==> src/hw/rtl/aobp_pkg.sv <==
// ----------------------------------------------------------------------------
// aobp_pkg
// Shared types and constants for the alpha-over pixel blend pipeline.
// ----------------------------------------------------------------------------
package aobp_pkg;

    localparam int PIX_W     = 8;
    localparam int NUM_W     = 2 * PIX_W;
    localparam int PROD_W    = 3 * PIX_W;
    localparam int NUM_CHAN  = 3;

    localparam int FRONT_STAGES = 3;
    localparam int DIV_BITS     = 2;
    localparam int DIV_STAGES   = PIX_W / DIV_BITS;
    localparam int NUM_STAGES   = FRONT_STAGES + DIV_STAGES + 1;

    localparam logic [PIX_W-1:0] FULL_ALPHA = 8'd255;

    // color channel order inside the numerator and quotient arrays
    localparam int CH_RED   = 0;
    localparam int CH_GREEN = 1;
    localparam int CH_BLUE  = 2;

    typedef struct packed {
        logic [PIX_W-1:0] alpha;
        logic [PIX_W-1:0] red;
        logic [PIX_W-1:0] green;
        logic [PIX_W-1:0] blue;
    } t_argb;

    // per-pixel decision and bypass data that rides alongside the divider
    typedef struct packed {
        t_argb            bypass;
        logic [PIX_W-1:0] t_alpha;
        logic             blend;
        logic             written;
    } t_side;

    typedef logic [NUM_CHAN-1:0][NUM_W-1:0] t_chan_num;
    typedef logic [NUM_CHAN-1:0][PIX_W-1:0] t_chan_quo;
    typedef logic [FRONT_STAGES-1:0]        t_front_en;
    typedef logic [DIV_STAGES-1:0]          t_div_en;

endpackage

==> src/hw/rtl/alpha_over_blend_pixel.sv <==
// ----------------------------------------------------------------------------
// alpha_over_blend_pixel
// Draws one straight-alpha ARGB source pixel over a destination pixel and
// returns the new destination pixel. The block takes one pixel pair per
// clock unless the pipeline is full and the output waits: three stages
// compute the case, the result alpha and the channel numerators, four
// stages run the radix-4 channel dividers, and one stage holds the output.
// Every stage has its own valid bit and fills a bubble while the output
// waits, so o_ready only drops once all eight stages hold a pixel. A
// transparent source returns the destination with o_pixel_written low.
// ----------------------------------------------------------------------------
module alpha_over_blend_pixel (
    input  logic       i_clk,
    input  logic       i_rst_n,
    input  logic       i_valid,
    output logic       o_ready,
    input  logic [7:0] i_src_alpha,
    input  logic [7:0] i_src_red,
    input  logic [7:0] i_src_green,
    input  logic [7:0] i_src_blue,
    input  logic [7:0] i_dst_alpha,
    input  logic [7:0] i_dst_red,
    input  logic [7:0] i_dst_green,
    input  logic [7:0] i_dst_blue,
    output logic       o_valid,
    input  logic       i_ready,
    output logic [7:0] o_out_alpha,
    output logic [7:0] o_out_red,
    output logic [7:0] o_out_green,
    output logic [7:0] o_out_blue,
    output logic       o_pixel_written
);
    import aobp_pkg::*;

    logic [NUM_STAGES-1:0] w_en;
    logic [NUM_STAGES-1:0] r_vld;
    logic [NUM_STAGES-1:0] n_vld;

    t_argb     w_src, w_dst;
    t_side     w_front_side;
    t_chan_num w_num;
    t_chan_quo w_quo;

    t_side     r_side [DIV_STAGES];
    t_argb     r_out;
    logic      r_written;
    t_argb     n_out;

    // a stage may load when it is empty or its content moves on
    always_comb begin
        w_en[NUM_STAGES-1] = !r_vld[NUM_STAGES-1] || i_ready;
        for (int k = NUM_STAGES-2; k >= 0; k--) begin
            w_en[k] = !r_vld[k] || w_en[k+1];
        end
    end

    always_comb begin
        n_vld[0] = w_en[0] ? i_valid : r_vld[0];
        for (int k = 1; k < NUM_STAGES; k++) begin
            if (w_en[k]) begin
                n_vld[k] = r_vld[k-1];
            end else begin
                n_vld[k] = r_vld[k];
            end
        end
    end

    always_ff @(posedge i_clk) begin
        if (!i_rst_n) begin
            r_vld <= '0;
        end else begin
            r_vld <= n_vld;
        end
    end

    assign w_src = '{alpha: i_src_alpha, red: i_src_red, green: i_src_green,
                     blue: i_src_blue};
    assign w_dst = '{alpha: i_dst_alpha, red: i_dst_red, green: i_dst_green,
                     blue: i_dst_blue};

    aobp_front u_front (
        .i_clk  (i_clk),
        .i_en   (w_en[FRONT_STAGES-1:0]),
        .i_src  (w_src),
        .i_dst  (w_dst),
        .o_side (w_front_side),
        .o_num  (w_num)
    );

    for (genvar c = 0; c < NUM_CHAN; c++) begin : g_chan
        aobp_div u_div (
            .i_clk (i_clk),
            .i_en  (w_en[FRONT_STAGES+DIV_STAGES-1:FRONT_STAGES]),
            .i_num (w_num[c]),
            .i_t   (w_front_side.t_alpha),
            .o_quo (w_quo[c])
        );
    end

    // decision and bypass pixel ride alongside the dividers
    always_ff @(posedge i_clk) begin
        if (w_en[FRONT_STAGES]) begin
            r_side[0] <= w_front_side;
        end
        for (int k = 1; k < DIV_STAGES; k++) begin
            if (w_en[FRONT_STAGES+k]) begin
                r_side[k] <= r_side[k-1];
            end
        end
    end

    always_comb begin
        if (r_side[DIV_STAGES-1].blend) begin
            n_out.alpha = r_side[DIV_STAGES-1].t_alpha;
            n_out.red   = w_quo[CH_RED];
            n_out.green = w_quo[CH_GREEN];
            n_out.blue  = w_quo[CH_BLUE];
        end else begin
            n_out = r_side[DIV_STAGES-1].bypass;
        end
    end

    always_ff @(posedge i_clk) begin
        if (w_en[NUM_STAGES-1]) begin
            r_out     <= n_out;
            r_written <= r_side[DIV_STAGES-1].written;
        end
    end

    assign o_ready         = w_en[0];
    assign o_valid         = r_vld[NUM_STAGES-1];
    assign o_out_alpha     = r_out.alpha;
    assign o_out_red       = r_out.red;
    assign o_out_green     = r_out.green;
    assign o_out_blue      = r_out.blue;
    assign o_pixel_written = r_written;

endmodule

==> src/hw/rtl/aobp_front.sv <==
// ----------------------------------------------------------------------------
// aobp_front
// First three stages: case decision and weight products, result alpha and
// channel products, then the per-channel numerators fed to the dividers.
// ----------------------------------------------------------------------------
module aobp_front (
    input  logic              i_clk,
    input  aobp_pkg::t_front_en i_en,
    input  aobp_pkg::t_argb   i_src,
    input  aobp_pkg::t_argb   i_dst,
    output aobp_pkg::t_side   o_side,
    output aobp_pkg::t_chan_num o_num
);
    import aobp_pkg::*;

    // stage 0
    logic [NUM_W-1:0] n0_prod, n0_dw;
    t_side            n0_side;
    logic [PIX_W-1:0] r0_sa;
    logic [PIX_W-1:0] r0_da;
    t_argb            r0_src, r0_dst;
    logic [NUM_W-1:0] r0_prod, r0_dw;
    t_side            r0_side;

    // stage 1
    logic [NUM_W-1:0]  n1_q_sum;
    logic [PIX_W:0]    n1_t;
    logic [NUM_W-1:0]  n1_scale;
    t_side             n1_side;
    t_side             r1_side;
    logic [PROD_W-1:0] r1_dprod [NUM_CHAN];
    logic [PROD_W-1:0] r1_sprod [NUM_CHAN];

    // stage 2
    t_side             r2_side;
    t_chan_num         r2_num;

    logic [PIX_W-1:0]  w_src_ch [NUM_CHAN];
    logic [PIX_W-1:0]  w_dst_ch [NUM_CHAN];

    always_comb begin
        n0_prod = NUM_W'(i_src.alpha) * NUM_W'(i_dst.alpha);
        n0_dw   = NUM_W'(FULL_ALPHA - i_src.alpha) * NUM_W'(i_dst.alpha);
        n0_side.written = (i_src.alpha != '0);
        n0_side.blend   = (i_src.alpha != '0) && (i_src.alpha != FULL_ALPHA)
                          && (i_dst.alpha != '0);
        n0_side.bypass  = (i_src.alpha == '0) ? i_dst : i_src;
        n0_side.t_alpha = '0;
    end

    always_ff @(posedge i_clk) begin
        if (i_en[0]) begin
            r0_sa   <= i_src.alpha;
            r0_da   <= i_dst.alpha;
            r0_src  <= i_src;
            r0_dst  <= i_dst;
            r0_prod <= n0_prod;
            r0_dw   <= n0_dw;
            r0_side <= n0_side;
        end
    end

    assign w_src_ch[CH_RED]   = r0_src.red;
    assign w_src_ch[CH_GREEN] = r0_src.green;
    assign w_src_ch[CH_BLUE]  = r0_src.blue;
    assign w_dst_ch[CH_RED]   = r0_dst.red;
    assign w_dst_ch[CH_GREEN] = r0_dst.green;
    assign w_dst_ch[CH_BLUE]  = r0_dst.blue;

    // floor(p/255) for p up to 255*255 is (p + (p >> 8) + 1) >> 8
    always_comb begin
        n1_q_sum = r0_prod + NUM_W'(r0_prod[NUM_W-1:PIX_W]) + NUM_W'(1);
        n1_t     = (PIX_W+1)'(r0_sa) + (PIX_W+1)'(r0_da)
                   - (PIX_W+1)'(n1_q_sum[NUM_W-1:PIX_W]);
        n1_scale = {r0_sa, {PIX_W{1'b0}}} - NUM_W'(r0_sa);
        n1_side         = r0_side;
        n1_side.t_alpha = n1_t[PIX_W-1:0];
    end

    always_ff @(posedge i_clk) begin
        if (i_en[1]) begin
            r1_side <= n1_side;
            for (int c = 0; c < NUM_CHAN; c++) begin
                r1_dprod[c] <= PROD_W'(w_dst_ch[c]) * PROD_W'(r0_dw);
                r1_sprod[c] <= PROD_W'(w_src_ch[c]) * PROD_W'(n1_scale);
            end
        end
    end

    always_ff @(posedge i_clk) begin
        if (i_en[2]) begin
            r2_side <= r1_side;
            for (int c = 0; c < NUM_CHAN; c++) begin
                r2_num[c] <= NUM_W'((r1_dprod[c] + r1_sprod[c]) >> PIX_W);
            end
        end
    end

    assign o_side = r2_side;
    assign o_num  = r2_num;

endmodule

==> src/hw/rtl/aobp_div.sv <==
// ----------------------------------------------------------------------------
// aobp_div
// Pipelined restoring divider for one channel: 16-bit numerator by the
// 8-bit result alpha, two quotient bits per stage.
// ----------------------------------------------------------------------------
module aobp_div (
    input  logic              i_clk,
    input  aobp_pkg::t_div_en i_en,
    input  logic [aobp_pkg::NUM_W-1:0] i_num,
    input  logic [aobp_pkg::PIX_W-1:0] i_t,
    output logic [aobp_pkg::PIX_W-1:0] o_quo
);
    import aobp_pkg::*;

    logic [PIX_W-1:0] r_rem [DIV_STAGES];
    logic [PIX_W-1:0] r_low [DIV_STAGES];
    logic [PIX_W-1:0] r_quo [DIV_STAGES];
    logic [PIX_W-1:0] r_t   [DIV_STAGES];
    logic [PIX_W-1:0] n_rem [DIV_STAGES];
    logic [PIX_W-1:0] n_low [DIV_STAGES];
    logic [PIX_W-1:0] n_quo [DIV_STAGES];
    logic [PIX_W-1:0] n_t   [DIV_STAGES];

    // one compare-subtract; the partial remainder stays below the divisor
    function automatic logic [PIX_W:0] div_step(
        input logic [PIX_W-1:0] rem,
        input logic             nb,
        input logic [PIX_W-1:0] divisor
    );
        logic [PIX_W:0] trial;
        logic [PIX_W:0] diff;
        trial = {rem, nb};
        diff  = trial - {1'b0, divisor};
        if (trial >= {1'b0, divisor}) begin
            return {1'b1, diff[PIX_W-1:0]};
        end
        return {1'b0, trial[PIX_W-1:0]};
    endfunction

    for (genvar k = 0; k < DIV_STAGES; k++) begin : g_stage
        logic [PIX_W-1:0]    w_rem_in, w_low_in, w_quo_in, w_t_in;
        logic [PIX_W-1:0]    w_rem_out;
        logic [DIV_BITS-1:0] w_qb;

        if (k == 0) begin : g_first
            assign w_rem_in = i_num[NUM_W-1:PIX_W];
            assign w_low_in = i_num[PIX_W-1:0];
            assign w_quo_in = '0;
            assign w_t_in   = i_t;
        end else begin : g_next
            assign w_rem_in = r_rem[k-1];
            assign w_low_in = r_low[k-1];
            assign w_quo_in = r_quo[k-1];
            assign w_t_in   = r_t[k-1];
        end

        always_comb begin : b_step
            logic [PIX_W-1:0] rem_v;
            logic [PIX_W:0]   res;
            rem_v = w_rem_in;
            res   = '0;
            w_qb  = '0;
            for (int j = 0; j < DIV_BITS; j++) begin
                res = div_step(rem_v, w_low_in[PIX_W-1-j], w_t_in);
                w_qb[DIV_BITS-1-j] = res[PIX_W];
                rem_v = res[PIX_W-1:0];
            end
            w_rem_out = rem_v;
        end

        assign n_rem[k] = w_rem_out;
        assign n_low[k] = {w_low_in[PIX_W-DIV_BITS-1:0], {DIV_BITS{1'b0}}};
        assign n_quo[k] = {w_quo_in[PIX_W-DIV_BITS-1:0], w_qb};
        assign n_t[k]   = w_t_in;
    end

    always_ff @(posedge i_clk) begin
        for (int k = 0; k < DIV_STAGES; k++) begin
            if (i_en[k]) begin
                r_rem[k] <= n_rem[k];
                r_low[k] <= n_low[k];
                r_quo[k] <= n_quo[k];
                r_t[k]   <= n_t[k];
            end
        end
    end

    assign o_quo = r_quo[DIV_STAGES-1];

endmodule

==> config.mk <==
export PLATFORM = sky130hd
export DESIGN_NAME = alpha_over_blend_pixel
export DESIGN_NICKNAME = d
export VERILOG_FILES = /design/src/hw/rtl/aobp_pkg.sv /design/src/hw/rtl/alpha_over_blend_pixel.sv /design/src/hw/rtl/aobp_front.sv /design/src/hw/rtl/aobp_div.sv
export SDC_FILE = /design/constraint.sdc
export NUM_CORES = 2
export LEC_CHECK = 0
export BUFFER_PORTS_ARGS = -buffer_cell sky130_fd_sc_hd__buf_2
export CORE_MARGIN = 4
export CORE_UTILIZATION = 60
export CTS_CLUSTER_DIAMETER = 60
export DETAILED_ROUTE_END_ITERATION = 10
export GPL_TIMING_DRIVEN = 0
export PLACE_DENSITY = 0.76
export SLEW_MARGIN = 20
export SYNTH_ARGS = -nofsm -noshare
export SYNTH_HDL_FRONTEND = slang
export SYNTH_SLANG_ARGS = --single-unit
export TNS_END_PERCENT = 30
==> constraint.sdc <==
create_clock -name i_clk -period 8.37 [get_ports i_clk]
set_input_delay 0.4185 -clock i_clk [delete_from_list [all_inputs] [get_ports i_clk]]
set_output_delay 0.4185 -clock i_clk [all_outputs]
set_load 0.05 [all_outputs]
==> summary.txt <==
OUTCOME
---------------------------------------------------------------------------------
Status                                                               finished clean

WORST SETUP PATH
---------------------------------------------------------------------------------
Nature of the critical path endpoint                                    flip-flop
Setup crit start kind                                                   flip-flop
Arrival time of data at the critical path endpoint                        7950 ps
Required arrival time at the worst endpoint                               8760 ps
Reg-to-reg setup timing slack                                              820 ps
Worst reg2reg startpoint                                             u_front.r0_sa[0]
R2R Path End                                                         u_front.r1_sprod[0][23]
Kind of critical path                                                flip-flop to flip-flop
Max FO, Critical Path                                                          10
Number of cells traversed by the worst register-to-register path               22

PLACE
---------------------------------------------------------------------------------
Worst slack after detailed placement                                       771 ps
Number of cells after detailed placement                                    7,162
Post-DP HPWL                                                               124 mm
PortBufs                                                                      102
Global placement routability congestion                                     0.986

LOGIC SYNTHESIS
---------------------------------------------------------------------------------
Post-synthesis instance total                                               5,660
Most area-consuming cells after synthesis                            sky130_fd_sc_hd__edfxtp_1 (37%), sky130_fd_sc_hd__fa_1 (19%), sky130_fd_sc_hd__ha_1 (12%)
Dominant register cell in the synthesized netlist                    sky130_fd_sc_hd__edfxtp_1
Warnings, synthesis                                                             0
Share of flip-flops with an asynchronous set or reset                          0%
Average footprint of a synthesized cell                                11.3 sq um
Post-Syn Area                                                        0.0637 sq mm
Unique masters post-synth                                                      86
Number of enable-type register cells in the synthesized netlist               775
Dominant cell by count in the synthesized netlist                    sky130_fd_sc_hd__edfxtp_1
Fraction of synthesized cell area taken by the top area cell type           36.5%
Sequential share of the synthesized area                                    36.8%
Number of register bits inferred by synthesis                                 783
Nets in the synthesized netlist                                             6,942
Most instantiated cells after synthesis                              sky130_fd_sc_hd__edfxtp_1 (775), sky130_fd_sc_hd__inv_1 (743), sky130_fd_sc_hd__ha_1 (610)
Library cell occupying the most area in the post-synthesis netlist   sky130_fd_sc_hd__edfxtp_1

CLOCKING
---------------------------------------------------------------------------------
TritonCTS buffer count                                                         86
Clock Sink Count                                                              783
TritonCTS clock tree                                                          yes
Clock tree buffer depth                                                         3
CTS HTree Levels                                                                3
Skew-Pair Late Insertion Delay                                             690 ps
Root buffer cell                                                     sky130_fd_sc_hd__clkbuf_16
Clock slew at reported path FFs                                             60 ps

STA
---------------------------------------------------------------------------------
Post-layout min period                                                    7550 ps
Final hold viol count                                                           0
Hold slack final                                                          47.4 ps
Clock skew                                                                61.8 ps
Setup ws final                                                             815 ps
Tightest Pin Transition                                                   1170 ps
Setup repair after global routing missed its margin                            no
Period utilisation layout                                                   90.3%
Count of final setup violators                                                  0
Setup TNS after final layout                                                 0 ps
Highest attainable clock frequency                                        132 MHz
Max-slew headroom at the worst pin                                          22.2%
Count of final max-slew check failures                                          0

GRT
---------------------------------------------------------------------------------
Overall track demand over capacity in global routing                        28.2%
Largest net degree at the start of global routing                             106
Via count of the first global-routing pass                                 43,952
Global-route wire length before repair                                     242 mm
Number of antenna violations at the first check in global routing              11
Total overflow reported by the global router                                    0

FLOORPLAN
---------------------------------------------------------------------------------
Core footprint                                                        0.105 sq mm
Effective utilization at floorplan                                          60.5%
IO Count                                                                      103
Die outline height                                                    334 microns
Chip width                                                            334 microns
Die outline area                                                      0.112 sq mm
Number of placement rows                                                      119

ROUTE
---------------------------------------------------------------------------------
Wire length after detailed routing                                         156 mm
# DRC                                                                           0
DRC marker count from the first detailed-route iteration                    3,342
Routed vias                                                                42,520
Per-cell via count in the routed design                                      5.77
Detailed Routing Iterations Pass 1                                              8
Number of antenna-violating nets in the routed design                           0
Routed wirelength normalized by instance count                       21.2 microns

HOLD PATH
---------------------------------------------------------------------------------
Launch point of the worst hold path                                  i_src_green[2]
End point of the most critical hold path                             u_front.r0_src[10]
Hold/Removal Path Class                                              input pin to flip-flop
Number of stages on the worst hold path                                         1

RUN
---------------------------------------------------------------------------------
Count of maximum capacitance violations                                         0

LAYOUT
---------------------------------------------------------------------------------
Post-Layout Cell Count                                                      7,372
Number of nets in the layout                                                7,191
Layout cells sized above 1                                                  7.29%
Layout-stage area growth over the synthesis result                          9.32%
Fill cell count                                                             7,867

## what timing repair did
action                                 in CTS  in global routing
gates resized for setup                     0                  0
setup endpoints to repair                   0                  0
hold buffers                               50                  0
buffers inserted                            0                  0
endpoints found under the hold margin      54                  0
## per-layer routing
layer	vias to the layer above	GRT usage, %	share of wire, %
met5	-	0	0
met3	433	4.66	7.6
met2	1644	46.3	47
li1	19519	-	-
met1	20924	36.0	39
met4	0	15.7	6.6
## metrics by stage
step | utilization, % | area [sq um]
after floorplan | - | 63700
after global placement | 62.6 | 66000
after detailed placement | 62.9 | 66300
after CTS | 66.1 | 69700
after global routing | 66.1 | 69700
final | 66.1 | 69700
## cell usage in the layout (no fill, tap or decap), types with 26 or more instances in the layout
cell,n
sky130_fd_sc_hd__nand2_1,516
sky130_fd_sc_hd__nor3_1,56
sky130_fd_sc_hd__and2_1,540
sky130_fd_sc_hd__o21bai_1,35
sky130_fd_sc_hd__nand3_1,41
sky130_fd_sc_hd__o21a_1,45
sky130_fd_sc_hd__buf_2,104
sky130_fd_sc_hd__and3_1,26
sky130_fd_sc_hd__clkbuf_1,165
sky130_fd_sc_hd__nand4_1,39
sky130_fd_sc_hd__o21ai_0,139
sky130_fd_sc_hd__mux2i_1,26
sky130_fd_sc_hd__a21boi_0,28
sky130_fd_sc_hd__xor2_1,83
sky130_fd_sc_hd__nor2b_1,92
sky130_fd_sc_hd__a21o_1,95
sky130_fd_sc_hd__ha_1,610
sky130_fd_sc_hd__inv_1,738
sky130_fd_sc_hd__mux2_2,136
sky130_fd_sc_hd__edfxtp_1,775
sky130_fd_sc_hd__fa_1,604
sky130_fd_sc_hd__nor2_1,200
sky130_fd_sc_hd__nand2b_1,68
sky130_fd_sc_hd__xnor2_1,191
sky130_fd_sc_hd__dlygate4sd3_1,50
sky130_fd_sc_hd__clkbuf_16,87
sky130_fd_sc_hd__a21oi_1,179
## state kept, by name (all words and copies together), names as in the netlist, 16 cells and up
signal / cells
u_front.r0_dst: 24
u_front.o_side: 42
g_chan.u_div.r_low: 36
u_front.r1_dprod: 72
u_front.r0_src: 24
u_front.o_num: 48
g_chan.u_div.r_rem: 72
u_front.r1_sprod: 72
u_front.r0_prod: 16
u_front.r1_side: 42
u_front.n1_side: 34
g_chan.u_div.r_quo: 60
r_side: 161
u_front.r0_dw: 16
## worst max-delay path, cell delays in order, from the launching register on
cell                        delay, ps
sky130_fd_sc_hd__edfxtp_1         320
sky130_fd_sc_hd__clkbuf_1         320
sky130_fd_sc_hd__inv_1            180
sky130_fd_sc_hd__ha_1             280
sky130_fd_sc_hd__xnor2_1          340
sky130_fd_sc_hd__a21oi_1          890
sky130_fd_sc_hd__clkbuf_1         560
sky130_fd_sc_hd__nand2_1          170
sky130_fd_sc_hd__fa_1             550
sky130_fd_sc_hd__inv_1             60
sky130_fd_sc_hd__fa_1             570
sky130_fd_sc_hd__fa_1             450
sky130_fd_sc_hd__fa_1             450
sky130_fd_sc_hd__ha_1             270
sky130_fd_sc_hd__clkbuf_1         180
sky130_fd_sc_hd__a21oi_1          220
sky130_fd_sc_hd__o21bai_1          90
sky130_fd_sc_hd__a21oi_1          170
sky130_fd_sc_hd__o21ai_1          220
sky130_fd_sc_hd__a2111oi_1        560
sky130_fd_sc_hd__o21bai_1         140
sky130_fd_sc_hd__a21oi_1          190
sky130_fd_sc_hd__xnor2_1          120
## logic make-up (layout without fill, tap and decap cells)
kind of cell               count (synthesis)  count (layout)  share of synthesized area [%]
other                                      0               3                              0
muxes                                    162             162                           2.81
buffers and inverters                    900            1218                           5.31
adders and majority gates               1214            1214                           30.9
DFF                                      783             783                           36.8
and+or+nand+nor                         1635            1635                           13.1
xor gates and xnor gates                 274             274                           3.76
AOI/OAI and AO/OA                        692             692                           7.30
## worst max path at each step
stage                                         end        startpoint  cells after the start  slack (ps)
final                     u_front.r1_sprod[0][23]  u_front.r0_sa[0]                     22         820
after global routing      u_front.r1_sprod[0][23]  u_front.r0_sa[0]                     22         460
after floorplan           u_front.r1_sprod[0][20]  u_front.r0_sa[0]                     22        2510
after global placement    u_front.r1_sprod[0][20]  u_front.r0_sa[6]                     19         900
after CTS                 u_front.r1_sprod[0][23]  u_front.r0_sa[6]                     20         720
after detailed placement  u_front.r1_sprod[0][23]  u_front.r0_sa[6]                     20         770
## layout make-up
type                       count  area (sq um)  share of cell area [%]
multi-input combinational   3977         37000                    53.0
clock inverter                51           641                   0.919
clock buffer                 106          2250                    3.23
antenna                        3          7.51                  0.0108
timing repair buffer         161          1260                    1.81
tap                         1391          1740                    2.50
buffer                       155           588                   0.844
inverter                     745          2810                    4.03
sequential                   783         23400                    33.6
Power is not shown: default switching activity piles up to over one toggle a cycle in this logic, so the estimate is an artifact.
